**src/rtl/ccc_pkg.sv**
```systemverilog
`timescale 1ns / 1ps
// ----------------------------------------------------------------------------
// ccc_pkg
// Shared types, sizes and codes of the centroid centering crop unit.
// ----------------------------------------------------------------------------
package ccc_pkg;

  // Image geometry
  localparam int IN_SIDE_MAX  = 64;
  localparam int OUT_SIDE_MAX = 32;
  localparam int IDX_W        = $clog2(IN_SIDE_MAX);
  localparam int STORE_DEPTH  = IN_SIDE_MAX * IN_SIDE_MAX;
  localparam int ADDR_W       = $clog2(STORE_DEPTH);

  // Field widths
  localparam int PIXEL_W      = 8;
  localparam int ROW_W        = 5;
  localparam int IN_SIDE_W    = 7;
  localparam int OUT_SIDE_W   = 6;
  localparam int TARGET_W     = 7;

  // Accumulator and offset arithmetic
  localparam int SUM_W        = 27;
  localparam int WEIGHT_W     = 21;
  localparam int TERM_W       = IDX_W + PIXEL_W;
  localparam int NUM_W        = SUM_W + 1;
  localparam int DIVIDEND_W   = NUM_W + 1;
  localparam int DIVISOR_W    = WEIGHT_W + 1;
  localparam int OFF_W        = 8;
  localparam int POS_W        = OFF_W + 1;

  // Configuration port
  localparam int CFG_IDX_W    = 2;
  localparam int CFG_DATA_W   = 7;
  localparam logic [CFG_IDX_W-1:0] REG_IN_SIDE   = 2'd0;
  localparam logic [CFG_IDX_W-1:0] REG_OUT_SIDE  = 2'd1;
  localparam logic [CFG_IDX_W-1:0] REG_TARGET    = 2'd2;

  localparam logic [IN_SIDE_W-1:0]  IN_SIDE_RESET  = 7'd50;
  localparam logic [OUT_SIDE_W-1:0] OUT_SIDE_RESET = 6'd28;
  localparam logic [TARGET_W-1:0]   TARGET_RESET   = 7'd27;

  // Request opcodes
  localparam logic OP_LOAD = 1'b0;
  localparam logic OP_READ = 1'b1;

  // Command kinds passed from front to back
  localparam int KIND_W = 2;
  localparam logic [KIND_W-1:0] CMD_LOAD      = 2'd0;
  localparam logic [KIND_W-1:0] CMD_LOAD_LAST = 2'd1;
  localparam logic [KIND_W-1:0] CMD_READ      = 2'd2;

  // Queue depths (powers of two)
  localparam int CQ_DEPTH = 4;
  localparam int CQ_PTR_W = $clog2(CQ_DEPTH);
  localparam int CQ_CNT_W = $clog2(CQ_DEPTH + 1);
  localparam int OQ_DEPTH = 2;
  localparam int OQ_PTR_W = $clog2(OQ_DEPTH);
  localparam int OQ_CNT_W = $clog2(OQ_DEPTH + 1);

  typedef struct packed {
    logic               opcode;
    logic [PIXEL_W-1:0] pixel;
    logic               last_pixel;
    logic [ROW_W-1:0]   out_row;
    logic [ROW_W-1:0]   out_col;
  } req_t;

  typedef struct packed {
    logic [PIXEL_W-1:0] out_pixel;
    logic               source_valid;
  } res_t;

  typedef struct packed {
    logic [IN_SIDE_W-1:0]  in_side;
    logic [OUT_SIDE_W-1:0] out_side;
    logic [TARGET_W-1:0]   target_center_twice;
  } cfg_t;

  typedef struct packed {
    logic [KIND_W-1:0]  kind;
    logic [PIXEL_W-1:0] pixel;
    logic [ROW_W-1:0]   out_row;
    logic [ROW_W-1:0]   out_col;
  } cmd_t;

endpackage

```
**src/rtl/ccc_front.sv**
```systemverilog
`timescale 1ns / 1ps
// ----------------------------------------------------------------------------
// ccc_front
// Accepts request items, classifies them and queues them for the engine.
// ----------------------------------------------------------------------------
module ccc_front
  import ccc_pkg::*;
(
  input  logic clk,
  input  logic rst,
  input  logic push,
  output logic full,
  input  req_t request,
  output logic cmd_valid,
  output cmd_t cmd,
  input  logic cmd_pop
);

  cmd_t                cq [CQ_DEPTH];
  logic [CQ_PTR_W-1:0] wr_ptr;
  logic [CQ_PTR_W-1:0] rd_ptr;
  logic [CQ_CNT_W-1:0] count;
  logic                do_push;
  logic                do_pop;
  cmd_t                cls;

  // Classify the incoming item
  always_comb begin
    cls.pixel   = request.pixel;
    cls.out_row = request.out_row;
    cls.out_col = request.out_col;
    unique case (request.opcode)
      OP_READ: cls.kind = CMD_READ;
      OP_LOAD: cls.kind = request.last_pixel ? CMD_LOAD_LAST : CMD_LOAD;
      default: cls.kind = CMD_LOAD;
    endcase
  end

  assign full      = count == CQ_CNT_W'(CQ_DEPTH);
  assign cmd_valid = count != '0;
  assign cmd       = cq[rd_ptr];
  assign do_push   = push && !full;
  assign do_pop    = cmd_pop && cmd_valid;

  // Queue pointers
  always_ff @(posedge clk) begin
    if (rst) begin
      wr_ptr <= '0;
      rd_ptr <= '0;
      count  <= '0;
    end else begin
      if (do_push) wr_ptr <= wr_ptr + CQ_PTR_W'(1);
      if (do_pop)  rd_ptr <= rd_ptr + CQ_PTR_W'(1);
      if (do_push && !do_pop) begin
        count <= count + CQ_CNT_W'(1);
      end else if (do_pop && !do_push) begin
        count <= count - CQ_CNT_W'(1);
      end
    end
  end

  // Queue storage
  always_ff @(posedge clk) begin
    if (do_push) begin
      cq[wr_ptr] <= cls;
    end
  end

endmodule

```
**config.mk**
```make
export PLATFORM = sky130hd
export DESIGN_NAME = ccc_front
export DESIGN_NICKNAME = d
export VERILOG_FILES = /design/src/rtl/ccc_pkg.sv /design/src/rtl/ccc_front.sv
export SDC_FILE = /design/constraint.sdc
export NUM_CORES = 1
export LEC_CHECK = 0
export ABC_CLOCK_PERIOD_IN_PS = 2000
export BUFFER_PORTS_ARGS = -buffer_cell sky130_fd_sc_hd__buf_2
export CORE_MARGIN = 2
export CORE_UTILIZATION = 35
export DETAILED_ROUTE_END_ITERATION = 12
export GPL_TIMING_DRIVEN = 0
export MAX_ROUTING_LAYER = met4
export PLACE_DENSITY = 0.53
export SETUP_SLACK_MARGIN = 0.5
export SYNTH_ARGS = -nofsm -noshare
export SYNTH_HDL_FRONTEND = slang
export SYNTH_SLANG_ARGS = --single-unit
```
**constraint.sdc**
```tcl
create_clock -name clk -period 2 [get_ports clk]
set_input_delay 0.5 -clock clk [delete_from_list [all_inputs] [get_ports clk]]
set_output_delay 0.5 -clock clk [all_outputs]
set_load 0.02 [all_outputs]
```
==> flow_metrics.py <==
metrics = {
    "run_status": {
        "outcome": "finished, violations left",
        "violations": "negative setup slack",
    },
    "drt": {
        "wirelength_um": 5828,
        "drc": 0,
        "antenna_left": 0,
        "via_per_inst": 4.607,
        "vias": 1640,
        "wl_per_cell_um": 16.37,
        "dr.pass1.iters": 5,
        "drt_iter0_markers": 87,
    },
    "timing": {
        "fin_crit_sh_pct": 102.9,
        "timing.final.max_slew_violations": 0,
        "setup_slack_ns": -0.05849,
        "min_period_ns": 2.058,
        "fin_tns_setup_ns": -0.8659,
        "fmax_mhz": 485.8,
        "rsz0062_at_grt": "yes",
        "setup_viol": 20,
        "hold_violations": 0,
        "slew_headroom_pct": 71.18,
        "tightest_slew_ns": 0.4323,
        "skew_ns": 0.006391,
    },
    "cts": {
        "hold_buffers": 0,
        "clock_sinks": 89,
        "cts_buffers": 9,
        "clk_path_buf_depth": 2,
        "cts_root_buffer": "clkbuf_8",
        "cts_tree": "done",
        "clk-insertion-delay-late_ns": 0.35,
        "htree_levels": 3,
        "path_clk_slew_ns": 0.09,
    },
    "floorplan": {
        "num_rows": 35,
        "ios": 46,
        "start_util_pct": 36.23,
        "fp.dieW_um": 102.0,
        "fp.dieH_um": 102.0,
        "core_area_um2": 9284,
        "dieArea_um2": 10410,
    },
    "power": {
        "ir_worst_vdd_mv": 0.6029,
        "p_per_area_nw_per_um2": 1220,
        "p_leak_nw": 1.418,
    },
    "grt": {
        "grt_start_max_net_pins": 16,
        "grt_pass1_vias": 1708,
        "grt-ovfl-total": 0,
        "track_usage_pct": 12.68,
        "grt_pass1_wl_um": 9135,
        "antenna_found_initial": 0,
    },
    "synth": {
        "synth.ff_latch_count": 89,
        "syn_area_um2": 3363,
        "avgSynthCellArea_um2": 21.98,
        "yosysTopAreaCell": "edfxtp_1",
        "ys_top_cells_by_count": "edfxtp_1, mux4_2, dfxtp_1, ha_1, nor2_1",
        "synth_edf_count": 80,
        "synth_top_area_share_pct": 71.43,
        "synth_ff_type": "edfxtp_1",
        "yosys-top-cells-area": "edfxtp_1, mux4_2, dfxtp_1",
        "async_reset_ff_share_pct": 0,
        "ys_seq_area_share_pct": 76.79,
        "synth_nets": 183,
        "syn-instance-count": 153,
        "ys_types": 22,
        "synth_warnings": 0,
        "synth.most_common_cell": "edfxtp_1",
    },
    "critical_path": {
        "critPathLaunchType": "flip-flop",
        "rrSetupSlack_ns": 0.11,
        "arrival_ns": 1.56,
        "worstPathRequired_ns": 1.50,
        "cp_max_fo": 10,
        "cp-end-kind": "output pin",
        "worstSetupPathType": "reg -> out",
    },
    "final_layout": {
        "final_nets": 252,
        "fill_cells": 844,
        "antenna-diode-count": 0,
        "area_growth_pct": 23.36,
        "design_area_um2": 4149,
        "drive_gt1_share_pct": 50.22,
    },
    "placed_design": {
        "hpwl_um": 3304,
        "io_buffers": 44,
        "gp_congestion": 0.6565,
        "placedInstanceArea_um2": 3802,
    },
    "run": {
        "max_cap_viol_count": 0,
    },
    "min_path": {
        "hp-class": "in -> reg",
    },
}
## flip-flops by register name, indices dropped and copies added (netlist names), named ones only
signal and cells:
cq 80, rd_ptr 2, count 3, wr_ptr 2
## per-layer routing
layer / track usage (%) / vias to the layer above / routed length (µm)
met3: 3.488 / 9 / 258
met4: 6.154 / 0 / 89
met5: - / - / 0
met2: 19.28 / 36 / 2872
li1: - / 757 / -
met1: 15.76 / 838 / 2608
## power by group
part / switching, mW / internal (mW) / total, mW
combinational: 0.819 / 0.821 / 1.64
sequential: 0.100 / 2.26 / 2.36
clock: 0.616 / 0.446 / 1.06
total: 1.54 / 3.53 / 5.06
## path summary, 6_finish.rpt
check	cells after the start	from	end
min reg2reg	2	rd_ptr[1]$_SDFFE_PP0P_	rd_ptr[1]$_SDFFE_PP0P_
max	3	flip-flop	cmd[14]
min	1	request[18]	cq[1][17]$_DFFE_PP_
max reg2reg	7	count[1]$_SDFFE_PP0P_	count[2]$_SDFFE_PP0P_
## cells by family after synthesis
logic type	Yosys count	share of synthesized area [%]
mux	22	13.99
fa+ha+maj	6	2.455
simple gates	17	2.976
flops	89	76.79
buf+inv	9	1.525
compound gates	6	1.228
xor+xnor	4	1.042
## area by class of cell
type                       count  area, µm²  area share [%]
sequential                    89       2597           62.61
clock inverter                 7      47.55           1.146
clock buffer                   9      123.9           2.986
tap                          129      161.4           3.890
multi-input combinational     59      825.8           19.90
timing repair buffer          54      324.1           7.811
buffer                         5      53.80           1.297
inverter                       4      15.01          0.3619
## critical path, cell delays in order (launching register included)
cell	delay [ns]
dfxtp_4	0.38
buf_12	0.15
mux4_2	0.51
buf_2	0.17
## metrics by stage
stage	setup slack, ns	hold WS, ns	power (mW)	instances	utilization [%]
after CTS	-0.1003	0.3428	5.046	351	43.99
after global placement	0.01873	0.5050	3.831	326	40.96
final	-0.05849	0.3634	5.063	356	44.69
after floorplan	0.1839	0.4818	3.431	153	-
after global routing	-0.1255	0.3422	5.329	356	44.69
after detailed placement	0.007005	0.5156	3.839	326	40.96
## cells in the final DEF, fill, tap and decap left out, types with 2 or more instances in the layout
master       n
and2_4       8
buf_12       2
buf_2       42
buf_4        9
buf_6        5
clkbuf_8     9
clkinvlp_4   4
dfxtp_1      5
dfxtp_4      4
edfxtp_1    80
ha_1         4
inv_1        3
mux2i_1      2
mux4_2      20
nand2b_1     2
nor2_1       5
o21ai_0      2
or3_1        2
xor2_1       3
## timing repair
item / 4_1_cts / 5_1_grt
buffers inserted: 5 / 5
pin swaps: 9 / 2
endpoints found under the setup margin: 104 / 24
cloned: 4 / 0
gates resized for setup: 17 / 7
No activity file was read; power rests on OpenSTA's default activity.
